==> config.mk <==
export PLATFORM = sky130hd
export DESIGN_NAME = integer_to_radix_text
export DESIGN_NICKNAME = d
export VERILOG_FILES = /design/src/sv/itrt_pkg.sv /design/src/sv/itrt_ram.sv /design/src/sv/integer_to_radix_text.sv
export VERILOG_INCLUDE_DIRS = /design/src /design/src/sv
export SDC_FILE = /design/constraint.sdc
export NUM_CORES = 1
export LEC_CHECK = 0
export ABC_AREA = 1
export CORE_MARGIN = 2
export CORE_UTILIZATION = 35
export CTS_CLUSTER_DIAMETER = 30
export DETAILED_ROUTE_END_ITERATION = 6
export DONT_BUFFER_PORTS = 1
export GPL_ROUTABILITY_DRIVEN = 0
export PLACE_DENSITY_LB_ADDON = 0.2
export SYNTH_ARGS = -nofsm -noshare
export SYNTH_HDL_FRONTEND = slang
export SYNTH_SLANG_ARGS = --single-unit
==> constraint.sdc <==
create_clock -name i_clk -period 17.3 [get_ports i_clk]
set_clock_uncertainty 0.05 [all_clocks]
set_input_delay 0.865 -clock i_clk [delete_from_list [all_inputs] [get_ports i_clk]]
set_output_delay 0.865 -clock i_clk [all_outputs]
set_load 0.01 [all_outputs]
==> src/sv/integer_to_radix_text_defines.svh <==
// Assertion macros shared by the integer_to_radix_text RTL.
// Expects i_clk and i_rst_n in the scope of each use.
`ifndef INTEGER_TO_RADIX_TEXT_DEFINES_SVH
`define INTEGER_TO_RADIX_TEXT_DEFINES_SVH

// same-cycle implication
`define ITRT_ASSERT_IMP(lbl, ante, cons) \
    lbl: assert property (@(posedge i_clk) disable iff (!i_rst_n) (ante) |-> (cons)) \
        else $error("integer_to_radix_text: same-cycle check failed");

// next-cycle implication
`define ITRT_ASSERT_NXT(lbl, ante, cons) \
    lbl: assert property (@(posedge i_clk) disable iff (!i_rst_n) (ante) |=> (cons)) \
        else $error("integer_to_radix_text: next-cycle check failed");

`endif

==> src/sv/itrt_pkg.sv <==
// Package for integer_to_radix_text: widths, character codes, register indexes.
// No dependencies.
`timescale 1ns / 1ps

package itrt_pkg;

    localparam int LP_IN_WIDTH    = 32;
    localparam int LP_VALUE_WIDTH = 32;
    localparam int LP_CHAR_W      = 7;
    localparam int LP_DIGIT_W     = 6;
    localparam int LP_CFG_W       = 6;
    localparam int LP_CFG_IDX_W   = 2;
    localparam int LP_CNT_W       = $clog2(LP_VALUE_WIDTH + 1);
    localparam int LP_ADDR_W      = $clog2(LP_VALUE_WIDTH);
    localparam int LP_DIV_BITS    = 8;
    localparam int LP_DIV_CYCLES  = (LP_VALUE_WIDTH + LP_DIV_BITS - 1) / LP_DIV_BITS;
    localparam int LP_DIV_W       = LP_DIV_CYCLES * LP_DIV_BITS;
    localparam int LP_STEP_W      = (LP_DIV_CYCLES > 1) ? $clog2(LP_DIV_CYCLES) : 1;

    localparam logic [LP_CHAR_W-1:0] LP_CHAR_ZERO        = 7'h30;
    localparam logic [LP_CHAR_W-1:0] LP_CHAR_LETTER_BASE = 7'h37;
    localparam logic [LP_CHAR_W-1:0] LP_CHAR_MINUS       = 7'h2D;

    localparam logic [LP_DIGIT_W-1:0] LP_RADIX_MIN = 6'd2;
    localparam logic [LP_DIGIT_W-1:0] LP_RADIX_MAX = 6'd36;

    localparam logic [LP_CFG_IDX_W-1:0] LP_CFG_RADIX      = 2'd0;
    localparam logic [LP_CFG_IDX_W-1:0] LP_CFG_MIN_DIGITS = 2'd1;
    localparam logic [LP_CFG_IDX_W-1:0] LP_CFG_SIGNED     = 2'd2;

    localparam logic [LP_DIGIT_W-1:0] LP_RST_RADIX      = 6'd10;
    localparam logic [LP_CFG_W-1:0]   LP_RST_MIN_DIGITS = 6'd1;

    typedef logic [LP_CHAR_W-1:0] t_char;

    function automatic t_char digit_char(input logic [LP_DIGIT_W-1:0] d);
        t_char c;
        if (d > LP_DIGIT_W'(9)) begin
            c = LP_CHAR_W'(d) + LP_CHAR_LETTER_BASE;
        end else begin
            c = LP_CHAR_W'(d) + LP_CHAR_ZERO;
        end
        return c;
    endfunction

endpackage

==> src/sv/itrt_ram.sv <==
// Generic single-write, single-read RAM with registered read data.
// No dependencies.
`timescale 1ns / 1ps

module itrt_ram #(
    parameter int WIDTH = 8,
    parameter int DEPTH = 32
) (
    input  logic                     i_clk,
    input  logic                     i_we,
    input  logic [$clog2(DEPTH)-1:0] i_waddr,
    input  logic [WIDTH-1:0]         i_wdata,
    input  logic [$clog2(DEPTH)-1:0] i_raddr,
    output logic [WIDTH-1:0]         o_rdata
);

    logic [WIDTH-1:0] r_mem [DEPTH];
    logic [WIDTH-1:0] r_rdata;

    always_ff @(posedge i_clk) begin
        if (i_we) begin
            r_mem[i_waddr] <= i_wdata;
        end
        r_rdata <= r_mem[i_raddr];
    end

    assign o_rdata = r_rdata;

endmodule

==> src/sv/integer_to_radix_text.sv <==
// Sequence: take the value, then the divider makes each digit (8 quotient bits a cycle); each
// character then passes read, load and transfer; a minus sign only transfer, held on stall.
// Throughput: one item at a time; a new value is taken only after its last character is out.
// Reset (synchronous, i_rst_n low): radix 10, min_digits 1, signed mode, sequencer idle.
// The digit RAM is not cleared; padding zeros are generated, never read from it.
`timescale 1ns / 1ps
`include "integer_to_radix_text_defines.svh"

module integer_to_radix_text (
    input  logic                             i_clk,
    input  logic                             i_rst_n,
    input  logic                             i_cfg_valid,
    output logic                             o_cfg_ready,
    input  logic [itrt_pkg::LP_CFG_IDX_W-1:0] i_cfg_index,
    input  logic [itrt_pkg::LP_CFG_W-1:0]    i_cfg_data,
    input  logic                             i_in_valid,
    output logic                             o_in_stall,
    input  logic [itrt_pkg::LP_IN_WIDTH-1:0] i_value,
    output logic                             o_out_valid,
    input  logic                             i_out_stall,
    output logic [itrt_pkg::LP_CHAR_W-1:0]   o_character,
    output logic                             o_last
);

    import itrt_pkg::*;

    localparam logic [2:0] S_IDLE = 3'd0;
    localparam logic [2:0] S_DIV  = 3'd1;
    localparam logic [2:0] S_RD   = 3'd2;
    localparam logic [2:0] S_LD   = 3'd3;
    localparam logic [2:0] S_OUT  = 3'd4;

    localparam logic [LP_STEP_W-1:0] LP_STEP_LAST = LP_STEP_W'(LP_DIV_CYCLES - 1);
    localparam logic [LP_CNT_W-1:0]  LP_CNT_MAX   = LP_CNT_W'(LP_VALUE_WIDTH);

    // configuration
    logic [LP_DIGIT_W-1:0] r_radix;
    logic [LP_CFG_W-1:0]   r_min_digits;
    logic                  r_signed;

    // sequencer
    logic [2:0]            r_state, n_state;
    logic [LP_STEP_W-1:0]  r_step, n_step;
    logic [LP_CNT_W-1:0]   r_dcnt, n_dcnt;
    logic [LP_CNT_W-1:0]   r_idx, n_idx;
    logic [LP_CNT_W-1:0]   r_minlen, n_minlen;
    logic                  r_neg, n_neg;
    logic [LP_DIGIT_W-1:0] r_base, n_base;
    logic [LP_DIV_W-1:0]   r_mag, n_mag;
    logic [LP_DIGIT_W-1:0] r_rem, n_rem;
    t_char                 r_char, n_char;
    logic                  r_last, n_last;

    // shared divide unit
    logic [LP_DIV_W-1:0]   div_mag;
    logic [LP_DIGIT_W-1:0] div_rem;
    logic [LP_DIGIT_W:0]   div_part;

    // input preparation
    logic [LP_VALUE_WIDTH-1:0] in_bits;
    logic                      in_neg;
    logic [LP_VALUE_WIDTH-1:0] in_mag;
    logic [LP_CNT_W-1:0]       in_min;
    logic [LP_CNT_W-1:0]       dcnt_next;

    logic                  ram_we;
    logic [LP_DIGIT_W-1:0] ram_rdata;
    logic                  in_xfer;
    logic                  out_xfer;

    assign o_cfg_ready = 1'b1;
    assign o_in_stall  = (r_state != S_IDLE);
    assign o_out_valid = (r_state == S_OUT);
    assign o_character = r_char;
    assign o_last      = r_last;
    assign in_xfer     = i_in_valid && !o_in_stall;
    assign out_xfer    = o_out_valid && !i_out_stall;

    always_ff @(posedge i_clk) begin
        if (!i_rst_n) begin
            r_radix      <= LP_RST_RADIX;
            r_min_digits <= LP_RST_MIN_DIGITS;
            r_signed     <= 1'b1;
        end else if (i_cfg_valid && o_cfg_ready) begin
            case (i_cfg_index)
                LP_CFG_RADIX:      r_radix      <= i_cfg_data[LP_DIGIT_W-1:0];
                LP_CFG_MIN_DIGITS: r_min_digits <= i_cfg_data;
                LP_CFG_SIGNED:     r_signed     <= i_cfg_data[0];
                default: begin
                end
            endcase
        end
    end

    // 8 restoring steps a cycle; dividend shifts out as quotient shifts in
    always_comb begin
        div_mag  = r_mag;
        div_rem  = r_rem;
        div_part = '0;
        for (int k = 0; k < LP_DIV_BITS; k++) begin
            div_part = {div_rem, div_mag[LP_DIV_W-1]};
            if (div_part >= {1'b0, r_base}) begin
                div_part = div_part - {1'b0, r_base};
                div_mag  = {div_mag[LP_DIV_W-2:0], 1'b1};
            end else begin
                div_mag  = {div_mag[LP_DIV_W-2:0], 1'b0};
            end
            div_rem = div_part[LP_DIGIT_W-1:0];
        end
    end

    always_comb begin
        in_bits = i_value[LP_VALUE_WIDTH-1:0];
        in_neg  = r_signed && in_bits[LP_VALUE_WIDTH-1];
        in_mag  = in_neg ? (~in_bits + LP_VALUE_WIDTH'(1)) : in_bits;
        in_min  = (LP_CNT_W'(r_min_digits) > LP_CNT_MAX) ? LP_CNT_MAX
                                                        : LP_CNT_W'(r_min_digits);
        if (in_neg && in_min != '0) begin
            in_min = in_min - LP_CNT_W'(1);
        end
    end

    assign dcnt_next = r_dcnt + LP_CNT_W'(1);

    always_comb begin
        n_state  = r_state;
        n_step   = r_step;
        n_dcnt   = r_dcnt;
        n_idx    = r_idx;
        n_minlen = r_minlen;
        n_neg    = r_neg;
        n_base   = r_base;
        n_mag    = r_mag;
        n_rem    = r_rem;
        n_char   = r_char;
        n_last   = r_last;
        ram_we   = 1'b0;
        case (r_state)
            S_IDLE: begin
                if (in_xfer) begin
                    n_mag    = LP_DIV_W'(in_mag);
                    n_neg    = in_neg;
                    n_minlen = in_min;
                    n_rem    = '0;
                    n_step   = '0;
                    n_dcnt   = '0;
                    if (r_radix < LP_RADIX_MIN) begin
                        n_base = LP_RADIX_MIN;
                    end else if (r_radix > LP_RADIX_MAX) begin
                        n_base = LP_RADIX_MAX;
                    end else begin
                        n_base = r_radix;
                    end
                    n_state = S_DIV;
                end
            end
            S_DIV: begin
                n_mag  = div_mag;
                n_rem  = div_rem;
                n_step = r_step + LP_STEP_W'(1);
                if (r_step == LP_STEP_LAST) begin
                    ram_we = 1'b1;
                    n_rem  = '0;
                    n_step = '0;
                    n_dcnt = dcnt_next;
                    if (div_mag == '0 || dcnt_next == LP_CNT_MAX) begin
                        n_idx = (dcnt_next > r_minlen) ? dcnt_next : r_minlen;
                        if (r_neg) begin
                            n_char  = LP_CHAR_MINUS;
                            n_last  = 1'b0;
                            n_state = S_OUT;
                        end else begin
                            n_state = S_RD;
                        end
                    end
                end
            end
            S_RD: begin
                n_state = S_LD;
            end
            S_LD: begin
                n_char  = (r_idx > r_dcnt) ? LP_CHAR_ZERO : digit_char(ram_rdata);
                n_last  = (r_idx == LP_CNT_W'(1));
                n_idx   = r_idx - LP_CNT_W'(1);
                n_state = S_OUT;
            end
            S_OUT: begin
                if (out_xfer) begin
                    n_state = (r_idx == '0) ? S_IDLE : S_RD;
                end
            end
            default: begin
                n_state = S_IDLE;
            end
        endcase
    end

    always_ff @(posedge i_clk) begin
        if (!i_rst_n) begin
            r_state <= S_IDLE;
            r_step  <= '0;
            r_dcnt  <= '0;
            r_idx   <= '0;
        end else begin
            r_state <= n_state;
            r_step  <= n_step;
            r_dcnt  <= n_dcnt;
            r_idx   <= n_idx;
        end
    end

    always_ff @(posedge i_clk) begin
        r_minlen <= n_minlen;
        r_neg    <= n_neg;
        r_base   <= n_base;
        r_mag    <= n_mag;
        r_rem    <= n_rem;
        r_char   <= n_char;
        r_last   <= n_last;
    end

    itrt_ram #(
        .WIDTH (LP_DIGIT_W),
        .DEPTH (LP_VALUE_WIDTH)
    ) u_digits (
        .i_clk   (i_clk),
        .i_we    (ram_we),
        .i_waddr (r_dcnt[LP_ADDR_W-1:0]),
        .i_wdata (div_rem),
        .i_raddr (LP_ADDR_W'(r_idx - LP_CNT_W'(1))),
        .o_rdata (ram_rdata)
    );

    `ITRT_ASSERT_IMP(a_rem_below_base, r_state == S_DIV, r_rem < r_base)
    `ITRT_ASSERT_IMP(a_ld_has_char, r_state == S_LD || r_state == S_RD, r_idx != '0)
    `ITRT_ASSERT_NXT(a_last_ends_item, out_xfer && r_last, r_state == S_IDLE)
    `ITRT_ASSERT_IMP(a_dcnt_bound, r_state != S_IDLE, r_dcnt <= LP_CNT_MAX)

endmodule

=== After elaboration in Yosys (flattened, before gate mapping) ===
Memory sizes are Yosys's and may differ from the RTL's. A register that Yosys moved wholly into a read port is not among the register bits.
Index checks and enable logic that the tools add are counted.

* Add/sub/neg operators: 15
* $lt $le $gt $ge: 14
* Equality and inequality tests: 14
* Muxes and demuxes: 55
* Bitwise logic cells: 1
* Reductions and logical operators: 25

{| class="wikitable"
|+ Operator list
! cell !! number
|-
| $mux W6 || 17
|-
| $mux W32 || 2
|-
| $pmux W32 S2 || 1
|-
| $ge A7 B6 Y1 || 8
|-
| $sub A6 B6 Y6 || 8
|-
| $pmux W6 S2 || 3
|-
| $mux W7 || 5
|-
| $add A32 B1 Y32 const B || 1
|-
| $logic_not A32 Y1 || 1
|-
| $not A32 Y32 || 1
|-
| $mux W1 || 15
|-
| $mux W3 || 5
|-
| $pmux W3 S5 || 1
|-
| $add A6 B6 Y7 const B || 2
|-
| $pmux W7 S2 || 1
|-
| $gt A6 B6 Y1 || 2
|-
| $gt A6 B6 Y1 const B || 2
|-
| $sub A6 B1 Y6 const B || 2
|-
| $reduce_and A2 Y1 || 5
|-
| $ne A2 B2 Y1 const B || 4
|-
| $reduce_and A4 Y1 || 2
|-
| $add A6 B1 Y6 const B || 1
|-
| $eq A3 B2 Y1 const B || 2
|-
| $eq A6 B1 Y1 const B || 1
|-
| 23 further kinds || 32
|}

* Flip-flop bits (word level): 89
* RAM bits: 192
* Bits of input ports: 45
* Logic and storage cells: 140
* Memories kept: 1

{| class="wikitable"
|+ Memories
! name !! depth !! width !! rd ports !! clocked after memory_dff !! wr ports !! RTL line !! RTL
|-
| u_digits.r_mem || 32 || 6 || 1 || 1 || 1 || itrt_ram.sv:17 || <nowiki>logic [WIDTH-1:0] r_mem [DEPTH];</nowiki>
|}

=== Logic depth before layout (Yosys ltp) ===
Gate-level depths: netlist (run 1).

* Word-level depth: 21
* Gate-level depth with buffers: 92

=== Hierarchy ===
From an unflattened synthesis (run 1), not the netlist that was laid out.

* Cell total of the unflattened synthesis: 1738
* Area total of the unflattened synthesis: 15862.7 µm²

{| class="wikitable"
|+ By module, submodules not included
! module !! times used !! cells each !! area each (µm²)
|-
| itrt_ram || 1 || 704 || 8077.7
|-
| integer_to_radix_text || 1 || 1034 || 7785.0
|}

=== Worst setup path before layout (run 1) ===
OpenSTA, ideal clock, no wires.

* Kind: register -> register
* Start point: register r_base[1]
* End point: memory u_digits.r_mem[0][1] (netlist name) (data pin)
* Setup time: 271 ps
* Arrival time: 12302 ps
* Required time: 16979 ps
* Path slack: 4677 ps
* Cell stages (with the launch flop): 85
* Path buffers: 1
* Clock period less this slack: 12623 ps
* Cell sequence: edfxtp_1 > inv_1 > ha_1 > nand3_1 > nand2_1 > nand2_2 > nand3_4 > nand2_1 > nand2_1 > ha_1 > nand2_1 > inv_1 > nand3b_1 > nand3_1 > a21oi_1 > nand3_4 > o21ai_0 > ha_1 > [... 49 more ...] > inv_4 > buf_6 > nand2_1 > o21ai_1 > ha_1 > a21oi_1 > o21bai_1 > a21oi_1 > inv_1 > a21oi_1 > o21ai_0 > a21oi_1 > a21boi_2 > nand2_4 > inv_4 > or2_1 > o21ai_2 > inv_1

* Cells in the longest elaborated chain, start to end: 16

{| class="wikitable"
|+ Ends and longest elaborated chain
! element !! RTL line !! RTL
|-
| start: declaration || integer_to_radix_text.sv:48 || <nowiki>logic [LP_DIGIT_W-1:0] r_base, n_base;</nowiki>
|-
| start signal: assignment || integer_to_radix_text.sv:215 || <nowiki>r_base <= n_base;</nowiki>
|-
| $sub A6 B6 Y6 / $ge A7 B6 Y1 (equally long branches) || integer_to_radix_text.sv:103, integer_to_radix_text.sv:102 ||
|-
| $mux W6 || integer_to_radix_text.sv:102 || <nowiki>if (div_part >= {1'b0, r_base}) begin</nowiki>
|-
| $sub A6 B6 Y6 / $ge A7 B6 Y1 (equally long branches) || integer_to_radix_text.sv:103, integer_to_radix_text.sv:102 ||
|-
| $mux W6 || integer_to_radix_text.sv:102 ||
|-
| $sub A6 B6 Y6 / $ge A7 B6 Y1 (equally long branches) || integer_to_radix_text.sv:103, integer_to_radix_text.sv:102 ||
|-
| $mux W6 || integer_to_radix_text.sv:102 ||
|-
| $sub A6 B6 Y6 / $ge A7 B6 Y1 (equally long branches) || integer_to_radix_text.sv:103, integer_to_radix_text.sv:102 ||
|-
| $mux W6 || integer_to_radix_text.sv:102 ||
|-
| $sub A6 B6 Y6 / $ge A7 B6 Y1 (equally long branches) || integer_to_radix_text.sv:103, integer_to_radix_text.sv:102 ||
|-
| $mux W6 || integer_to_radix_text.sv:102 ||
|-
| $ge A7 B6 Y1 / $sub A6 B6 Y6 (equally long branches) || integer_to_radix_text.sv:102, integer_to_radix_text.sv:103 ||
|-
| $mux W6 || integer_to_radix_text.sv:102 ||
|-
| $ge A7 B6 Y1 / $sub A6 B6 Y6 (equally long branches) || integer_to_radix_text.sv:102, integer_to_radix_text.sv:103 ||
|-
| $mux W6 || integer_to_radix_text.sv:102 ||
|-
| $sub A6 B6 Y6 / $ge A7 B6 Y1 (equally long branches) || integer_to_radix_text.sv:103, integer_to_radix_text.sv:102 ||
|-
| $mux W6 * || integer_to_radix_text.sv:102 ||
|-
| via div_part[1] || integer_to_radix_text.sv:57 || <nowiki>logic [LP_DIGIT_W:0] div_part;</nowiki>
|-
| end: declaration || itrt_ram.sv:17 ||
|}

Mark *: on every way through the listed nets, which the timed path passes. The rest lies on a longest branch.

=== Worst setup path after layout (run 1) ===
* Start point: register r_base[1]
* End point: memory u_digits.r_mem[27][4] (netlist name) (data pin)

* Cells in the longest elaborated chain, start to end: 16

{| class="wikitable"
|+ Ends and longest elaborated chain
! element !! RTL line
|-
| $sub A6 B6 Y6 / $ge A7 B6 Y1 (equally long branches) || integer_to_radix_text.sv:103, integer_to_radix_text.sv:102
|-
| $mux W6 || integer_to_radix_text.sv:102
|-
| $sub A6 B6 Y6 / $ge A7 B6 Y1 (equally long branches) || integer_to_radix_text.sv:103, integer_to_radix_text.sv:102
|-
| $mux W6 || integer_to_radix_text.sv:102
|-
| $sub A6 B6 Y6 / $ge A7 B6 Y1 (equally long branches) || integer_to_radix_text.sv:103, integer_to_radix_text.sv:102
|-
| $mux W6 || integer_to_radix_text.sv:102
|-
| $sub A6 B6 Y6 / $ge A7 B6 Y1 (equally long branches) || integer_to_radix_text.sv:103, integer_to_radix_text.sv:102
|-
| $mux W6 || integer_to_radix_text.sv:102
|-
| $sub A6 B6 Y6 / $ge A7 B6 Y1 (equally long branches) || integer_to_radix_text.sv:103, integer_to_radix_text.sv:102
|-
| $mux W6 || integer_to_radix_text.sv:102
|-
| $ge A7 B6 Y1 / $sub A6 B6 Y6 (equally long branches) || integer_to_radix_text.sv:102, integer_to_radix_text.sv:103
|-
| $mux W6 || integer_to_radix_text.sv:102
|-
| $sub A6 B6 Y6 / $ge A7 B6 Y1 (equally long branches) || integer_to_radix_text.sv:103, integer_to_radix_text.sv:102
|-
| $mux W6 || integer_to_radix_text.sv:102
|-
| $sub A6 B6 Y6 / $ge A7 B6 Y1 (equally long branches) || integer_to_radix_text.sv:103, integer_to_radix_text.sv:102
|-
| $mux W6 * || integer_to_radix_text.sv:102
|-
| via div_part[4] || integer_to_radix_text.sv:57
|}

Marked as above.

==> results_tabular.tex, run 1 <==
\begin{tabular}{lr}
\hline
Metric & Value \\
\hline
\multicolumn{2}{l}{\textbf{CTS}} \\
\quad TritonCTS buffer count & 74 \\
\quad Post-CTS setup buffer count & 0 \\
\quad Number of instances resized during post-cts repair & 0 \\
\quad Root cell of the clock tree & sky130\_fd\_sc\_hd\_\_clkbuf\_16 \\
\quad Clock latency on the worst-skew pair & 580 ps \\
\quad Clock tree from TritonCTS & done \\
\quad H-tree levels & 3 \\
\quad Hold-fix buffers at CTS & 0 \\
\quad Register clock-pin slew on the reported worst setup and hold paths & 40 ps \\
\quad Clock tree sinks & 287 \\
\quad Maximum root-to-sink buffer count & 3 \\
\multicolumn{2}{l}{\textbf{Synth}} \\
\quad Count of cell types in the netlist & 58 \\
\quad Number of synthesized flops with an enable pin & 251 \\
\quad Dominant cell type by area after synthesis & sky130\_fd\_sc\_hd\_\_edfxtp\_1 \\
\quad Count of mapped cells out of synthesis & 1607 \\
\quad Register bit total from synthesis & 287 \\
\quad Biggest area contributors in the synthesized netlist & sky130\_fd\_sc\_hd\_\_edfxtp\_1 48\%, sky130\_fd\_sc\_hd\_\_ha\_1 5.9\%, sky130\_fd\_sc\_hd\_\_nor2\_1 5.8\% \\
\quad Post-synthesis cell area & roughly 16000 um2 \\
\quad Top FF cell, synth & sky130\_fd\_sc\_hd\_\_edfxtp\_1 \\
\quad Async set-or-reset flop fraction in the synthesized netlist & 0\% \\
\quad Share of synthesized area occupied by flip-flops and latches & 52.7\% \\
\quad Area share of the largest cell type after synthesis & 48.1\% \\
\quad Total nets after synthesis & between 1500 and 2000 \\
\quad Post-Synthesis Mean Instance Area & a little under 10 um2 \\
\quad Synthesis warning total & 0 \\
\multicolumn{2}{l}{\textbf{Final layout}} \\
\quad Filler instances & 4290 \\
\quad Fraction of final layout cells with drive strength greater than 1 & about a tenth \\
\quad Multi-input logic area & 6570 um2 \\
\quad Number of antenna cells inserted & 0 \\
\quad Commonest non-fill, non-tap cells in the layout & 251 x sky130\_fd\_sc\_hd\_\_edfxtp\_1, 240 x sky130\_fd\_sc\_hd\_\_nor2\_1, 219 x sky130\_fd\_sc\_hd\_\_nand2\_1 \\
\quad Fraction of the core area covered by cells at the end of the flow & 42.2\% \\
\quad Area delta synth->final & 19.2\% \\
\quad Nets@finish & 1769 \\
\quad Commonest non-fill, non-tap cell in the layout & sky130\_fd\_sc\_hd\_\_edfxtp\_1 \\
\quad Register cell area after layout & 8260 um2 \\
\multicolumn{2}{l}{\textbf{Run}} \\
\quad Maxcap violations & 0 \\
\multicolumn{2}{l}{\textbf{Die}} \\
\quad DIE AREA & 46500 um2 \\
\quad I/O pins & 56 \\
\quad Core Rows & 77 \\
\quad Core Area & 44200 um2 \\
\quad Starting utilization of the core area & 35.4\% \\
\quad Die boundary height & 216 um \\
\quad Horiz. Die Dim & 216 um \\
\multicolumn{2}{l}{\textbf{Timing}} \\
\quad Final setup fails & 0 \\
\quad Slew of the pin with the lowest slew margin & 1100 ps \\
\quad Clock period minus worst slack & 14750 ps \\
\quad Headroom to the max-slew limit & 26.6\% \\
\quad Total Negative Setup Slacks & 0 ps \\
\quad Setup repair after global routing missed its margin & false \\
\quad Final Hold Viols & 0 \\
\quad Timing-limited maximum frequency & 67.8 MHz \\
\quad Final slew viol count & 0 \\
\quad Period Utilization, post-route & 85.2\% \\
\multicolumn{2}{l}{\textbf{Detailed routing}} \\
\quad Post-route ant nets & 0 \\
\quad Detailed-route wire length per cell & 17.6 um \\
\quad Total number of vias & 11664 \\
\quad DRC violation total after the first TritonRoute iteration & 745 \\
\quad Via density & 5.08 \\
\quad Residual DRC & 0 \\
\quad Drt total wl & 40400 um \\
\quad Detailed-router iteration count before antenna repair & 5 \\
\multicolumn{2}{l}{\textbf{Critical path}} \\
\quad Delay contributed by the slowest stage of the critical path & roughly 800 ps \\
\quad Number of buffer and inverter stages on the critical path & 12 \\
\quad FF-to-FF End & u\_digits.r\_mem[27][4] \\
\quad Max stage delay cell, worst path & sky130\_fd\_sc\_hd\_\_nand2\_1 \\
\quad Type of the worst setup path & register to register \\
\quad Critical Path End Type & register \\
\quad WP data arrival & 14910 ps \\
\quad RR Startpoint & r\_base[1] \\
\quad Cell occurring most often along the worst timing path & sky130\_fd\_sc\_hd\_\_nand2\_1 \\
\quad Type of element launching the critical path & register \\
\quad Crit-path leading delay family & compound AO/OA/AOI/OAI gates \\
\quad Top fanout value on the critical path & 32 \\
\quad Length in cells of the worst reg-to-reg path & 82 \\
\quad Flop-to-flop setup slack & 2550 ps \\
\quad Worst Path Required & between 15000 and 20000 ps \\
\multicolumn{2}{l}{\textbf{Placed design}} \\
\quad Port Buffer Count & 0 \\
\quad Half-perimeter wire length of the detailed placement result & approximately 27000 um \\
\multicolumn{2}{l}{\textbf{Min path}} \\
\quad Count of cells along the worst hold path & 1 \\
\quad WHS Endpoint & r\_min\_digits[0] \\
\quad Startpoint of the most critical hold path & i\_rst\_n \\
\quad Hold Crit Class & input port to register \\
\multicolumn{2}{l}{\textbf{GRT}} \\
\quad GRT overflow & 0 \\
\quad Global-route wire length before repair & 64100 um \\
\quad Largest net degree at the start of global routing & 78 \\
\quad Via count of the first global-routing pass & 11768 \\
\quad Number of antenna violations at the first check in global routing & 0 \\
\quad Overall fraction of global-route tracks in use & 17.5\% \\
\multicolumn{2}{l}{\textbf{Status}} \\
\quad Status & finished, final reports clean \\
\hline
\end{tabular}
[worst register-to-register path, delay by kind of cell (launching register included)]
| family | cells | cell delay, ps |
|---|---|---|
| AOI/OAI and AO/OA | 32 | 5690 |
| and+or+nand+nor | 30 | 3750 |
| adders and majority gates | 8 | 2740 |
| buffers and inverters | 12 | 1520 |
| DFF | 1 | 620 |
[cells in the mapped netlist (7+ instances only)]
cell and n:
sky130_fd_sc_hd__fa_1 8, sky130_fd_sc_hd__ha_1 74, sky130_fd_sc_hd__edfxtp_1 251, sky130_fd_sc_hd__xnor2_1 24, sky130_fd_sc_hd__inv_2 7, sky130_fd_sc_hd__nand3_4 10
sky130_fd_sc_hd__nand3_1 45, sky130_fd_sc_hd__buf_1 8, sky130_fd_sc_hd__o21ai_1 8, sky130_fd_sc_hd__nand2_2 8, sky130_fd_sc_hd__o21ai_0 149, sky130_fd_sc_hd__nor2_1 241
sky130_fd_sc_hd__o221ai_1 19, sky130_fd_sc_hd__inv_1 155, sky130_fd_sc_hd__o21ai_2 8, sky130_fd_sc_hd__nor3_1 17, sky130_fd_sc_hd__a31oi_1 9, sky130_fd_sc_hd__a21oi_1 59
sky130_fd_sc_hd__mux2i_1 20, sky130_fd_sc_hd__nand2_1 219, sky130_fd_sc_hd__o32ai_1 29, sky130_fd_sc_hd__o211ai_1 26, sky130_fd_sc_hd__nand4_1 18, sky130_fd_sc_hd__xor2_1 45
sky130_fd_sc_hd__nor4_1 7, sky130_fd_sc_hd__clkbuf_1 43, sky130_fd_sc_hd__dfxtp_1 36
[cell type report]
class                      instances  area share, %
inverter                         169           3.44
clock inverter                    41           1.88
timing repair buffer              13          0.522
sequential                       287           44.2
clock buffer                      95           10.8
multi-input combinational       1097           35.2
tap                              592           3.97
[cell families (layout without fill, tap and decap cells)]
group | count (synthesis) | after routing | share of synthesized area, %
and+or+nand+nor | 590 | 590 | 16.7
AOI/OAI and AO/OA | 335 | 335 | 13.1
DFF | 287 | 287 | 52.7
buffers and inverters | 223 | 318 | 5.47
adders and majority gates | 82 | 82 | 6.93
xor gates and xnor gates | 69 | 69 | 3.86
muxes | 20 | 20 | 1.28
other | 1 | 1 | 0.0239
[worst max-delay path by stage]
| stage | start | end | slack (ps) | cells past startpoint |
|---|---|---|---|---|
| after global routing | r_base[1] | u_digits.r_mem[2][4] | 970 | 82 |
| after floorplan | r_base[1] | u_digits.r_mem[0][1] | 4680 | 84 |
| after CTS | r_base[1] | u_digits.r_mem[2][4] | 2500 | 82 |
| after global placement | r_base[1] | u_digits.r_mem[12][4] | 3260 | 82 |
| final | r_base[1] | u_digits.r_mem[27][4] | 2550 | 82 |
| after detailed placement | r_base[1] | u_digits.r_mem[2][4] | 2550 | 82 |
[flip-flops by register name, indices dropped and copies added, names as in the netlist, 3 cells and up]
name	count
u_digits.r_mem	192
r_state	3
r_min_digits	6
r_dcnt	6
r_idx	6
r_base	6
r_mag	32
r_rem	6
u_digits.o_rdata	6
r_radix	6
o_character	7
r_minlen	6
[stage by stage]
stage | worst slack [ps] | std cells | hold slack [ps] | area, um2
global placement | 3260 | 2158 | 364 | 16300
floorplan | 4680 | 1607 | 379 | 15700
global route | 971 | 2294 | 337 | 18700
finish | 2550 | 2294 | 353 | 18700
detailed placement | 2550 | 2158 | 363 | 16300
CTS | 2500 | 2294 | 321 | 18700
[per-layer routing]
| metal | vias up | share of wire, % | global-route usage [%] |
|---|---|---|---|
| met5 | - | 0 | 0 |
| met4 | 0 | 2.9 | 7.08 |
| met3 | 85 | 5.9 | 3.52 |
| met2 | 349 | 46 | 27.8 |
| met1 | 5497 | 46 | 23.4 |
| li1 | 5733 | - | - |
Power of run 1 is not shown: default switching activity piles up to over one toggle a cycle in this logic, so the estimate is an artifact.
==> run 2, diff against run 1 <==
- CORE_ASPECT_RATIO: unset -> 0.7
==> run 2 against run 1 <==
Compared with the run above:
- flip-flop and latch count unchanged
- worst setup slack worse by 190 ps
- utilization shrank 0.65 points
- design area decreased by 2.1%
- critical endpoint is now u_digits.r_mem[13][4]
- global-route usage shrank 0.25 points
- critical path type unchanged
- non-clock buffer count decreased by 4
==> results_tabular.tex, run 2 (synthesis gave the netlist of run 1 again) <==
\begin{tabular}{lr}
\hline
Metric & Value \\
\hline
\multicolumn{2}{l}{\textbf{Status}} \\
\quad Status & finished, final reports clean \\
\multicolumn{2}{l}{\textbf{Detailed routing}} \\
\quad Total number of vias & 11584 (-0.69\%) \\
\quad Residual DRC & 0 (unchanged) \\
\quad Via density & 5.12 (+0.72\%) \\
\quad Post-route ant nets & 0 (unchanged) \\
\quad DRC violation total after the first TritonRoute iteration & 1100 (+48\%) \\
\quad Drt total wl & 40100 um (-0.88\%) \\
\quad Detailed-router iteration count before antenna repair & 5 (unchanged) \\
\quad Detailed-route wire length per cell & 17.7 um (+0.52\%) \\
\multicolumn{2}{l}{\textbf{CTS}} \\
\quad Hold-fix buffers at CTS & 0 (unchanged) \\
\quad Clock tree sinks & 287 (unchanged) \\
\quad Clock latency on the worst-skew pair & 580 ps (about the same) \\
\quad Number of instances resized during post-cts repair & 0 (unchanged) \\
\quad Register clock-pin slew on the reported worst setup and hold paths & 50 ps (about the same) \\
\quad Post-CTS setup buffer count & 0 (unchanged) \\
\quad Root cell of the clock tree & sky130\_fd\_sc\_hd\_\_clkbuf\_16 \\
\quad TritonCTS buffer count & 56 (-24\%) \\
\quad Clock tree from TritonCTS & done \\
\quad H-tree levels & 2 (-1) \\
\quad Maximum root-to-sink buffer count & 3 (unchanged) \\
\multicolumn{2}{l}{\textbf{Timing}} \\
\quad Timing-limited maximum frequency & 67.0 MHz (-1.3\%) \\
\quad Total Negative Setup Slacks & 0 ps (unchanged) \\
\quad Setup repair after global routing missed its margin & false \\
\quad Slew of the pin with the lowest slew margin & 1140 ps (+41.0 ps) \\
\quad Final Hold Viols & 0 (unchanged) \\
\quad Period Utilization, post-route & 86.3\% (+1.1 points) \\
\quad Clock period minus worst slack & 14940 ps (+188 ps) \\
\quad Headroom to the max-slew limit & 23.9\% (-2.7 points) \\
\quad Final setup fails & 0 (unchanged) \\
\quad Final slew viol count & 0 (unchanged) \\
\multicolumn{2}{l}{\textbf{Final layout}} \\
\quad Fraction of final layout cells with drive strength greater than 1 & 9.41\% (-0.93 points) \\
\quad Area delta synth->final & 16.6\% \\
\quad Nets@finish & 1747 (-1.2\%) \\
\quad Number of antenna cells inserted & 0 (unchanged) \\
\quad Fraction of the core area covered by cells at the end of the flow & 41.6\% (-0.65 points) \\
\quad Cell area after layout & 18300 um2 (-2.1\%) \\
\quad Commonest non-fill, non-tap cell in the layout & sky130\_fd\_sc\_hd\_\_edfxtp\_1 \\
\quad Number of flip-flops in the largest register & 192 (unchanged) \\
\quad Commonest non-fill, non-tap cells in the layout & 251 x sky130\_fd\_sc\_hd\_\_edfxtp\_1, 240 x sky130\_fd\_sc\_hd\_\_nor2\_1, 219 x sky130\_fd\_sc\_hd\_\_nand2\_1 \\
\quad Most flop-heavy register & u\_digits.r\_mem \\
\multicolumn{2}{l}{\textbf{Die}} \\
\quad Starting utilization of the core area & 35.7\% (+0.21 points) \\
\quad I/O pins & 56 (unchanged) \\
\quad Horiz. Die Dim & 257 um (+19\%) \\
\quad DIE AREA & 46500 um2 (about the same) \\
\quad Core Area & 44000 um2 (-0.59\%) \\
\quad Core Rows & 64 (-17\%) \\
\quad Die boundary height & 181 um (-16\%) \\
\multicolumn{2}{l}{\textbf{Critical path}} \\
\quad Worst Path Required & 17470 ps (about the same) \\
\quad Critical path launch point & r\_base[1] \\
\quad Top fanout value on the critical path & 32 (unchanged) \\
\quad RR Startpoint & r\_base[1] \\
\quad Cell occurring most often along the worst timing path & sky130\_fd\_sc\_hd\_\_nand2\_1 \\
\quad WP data arrival & 15100 ps (+190 ps) \\
\quad Max stage delay cell, worst path & sky130\_fd\_sc\_hd\_\_nand2\_1 \\
\quad Type of the worst setup path & register to register \\
\quad Critical Path End Type & register \\
\quad Delay contributed by the slowest stage of the critical path & 830 ps (+20 ps) \\
\quad Type of element launching the critical path & register \\
\multicolumn{2}{l}{\textbf{GRT}} \\
\quad Via count of the first global-routing pass & 10923 (-7.2\%) \\
\quad Global-route wire length before repair & 63200 um (-1.4\%) \\
\quad Overall fraction of global-route tracks in use & 17.3\% (-0.25 points) \\
\quad Number of antenna violations at the first check in global routing & 0 (unchanged) \\
\quad Largest net degree at the start of global routing & 91 (+17\%) \\
\quad GRT overflow & 0 (unchanged) \\
\multicolumn{2}{l}{\textbf{Placed design}} \\
\quad Port Buffer Count & 0 (unchanged) \\
\quad Post-Place Cell Area & 16300 um2 (-0.12\%) \\
\quad Half-perimeter wire length of the detailed placement result & 27700 um (+1.2\%) \\
\multicolumn{2}{l}{\textbf{Min path}} \\
\quad Startpoint of the most critical hold path & i\_rst\_n \\
\quad Hold Crit Class & input port to register \\
\multicolumn{2}{l}{\textbf{Run}} \\
\quad Maxcap violations & 0 (unchanged) \\
\hline
\end{tabular}
[run 2: cell types whose count changed in the layout (fill, tap and decap cells not counted), sizes merged]
cell      delta
buf          -4
bufinv       +6
clkbuf      -28
clkinv      -14
clkinvlp     +3
inv          +3
[run 2: final cells by class]
type / count / area (um2)
clock inverter: 39 / 518
multi-input combinational: 1097 / 6580
clock buffer: 67 / 1470
timing repair buffer: 9 / 67.6
fill: 4176 / 25700
sequential: 287 / 8260
inverter: 169 / 642
tap: 594 / 743
[run 2: path summary, 6_finish.rpt]
kind                                              end  slack [ps]  cells after the start
worst min-delay path                       r_radix[3]         370                      1
worst max register to register  u_digits.r_mem[13][4]        2360                     83
worst min register to register              r_base[5]         390                      0
worst max-delay path            u_digits.r_mem[13][4]        2360                     83
[run 2: through the flow]
stage	hold WS (ps)	cells	setup slack, ps
3_5_place_dp	378	2156	2470
5_1_grt	353	2262	561
6_report	374	2262	2360
3_3_place_gp	379	2156	3050
2_1_floorplan	379	1607	4680
4_1_cts	341	2262	2400
[run 2: critical path, delay by kind of cell, from the launching register on]
| kind | cells | cell delay [ps] |
|---|---|---|
| AOI/OAI and AO/OA | 32 | 5770 |
| and+or+nand+nor | 31 | 3910 |
| adders and majority gates | 8 | 2630 |
| buffers and inverters | 12 | 1520 |
| DFF | 1 | 660 |
[run 2: layer usage]
| layer | global-route usage [%] | share of wire [%] | vias up |
|---|---|---|---|
| met5 | 0 | 0 | - |
| met4 | 4.58 | 2.0 | 0 |
| met3 | 2.71 | 5.3 | 60 |
| met2 | 24.1 | 40 | 290 |
| met1 | 27.3 | 53 | 5537 |
| li1 | - | - | 5697 |
Power of run 2 is left out for the same reason.
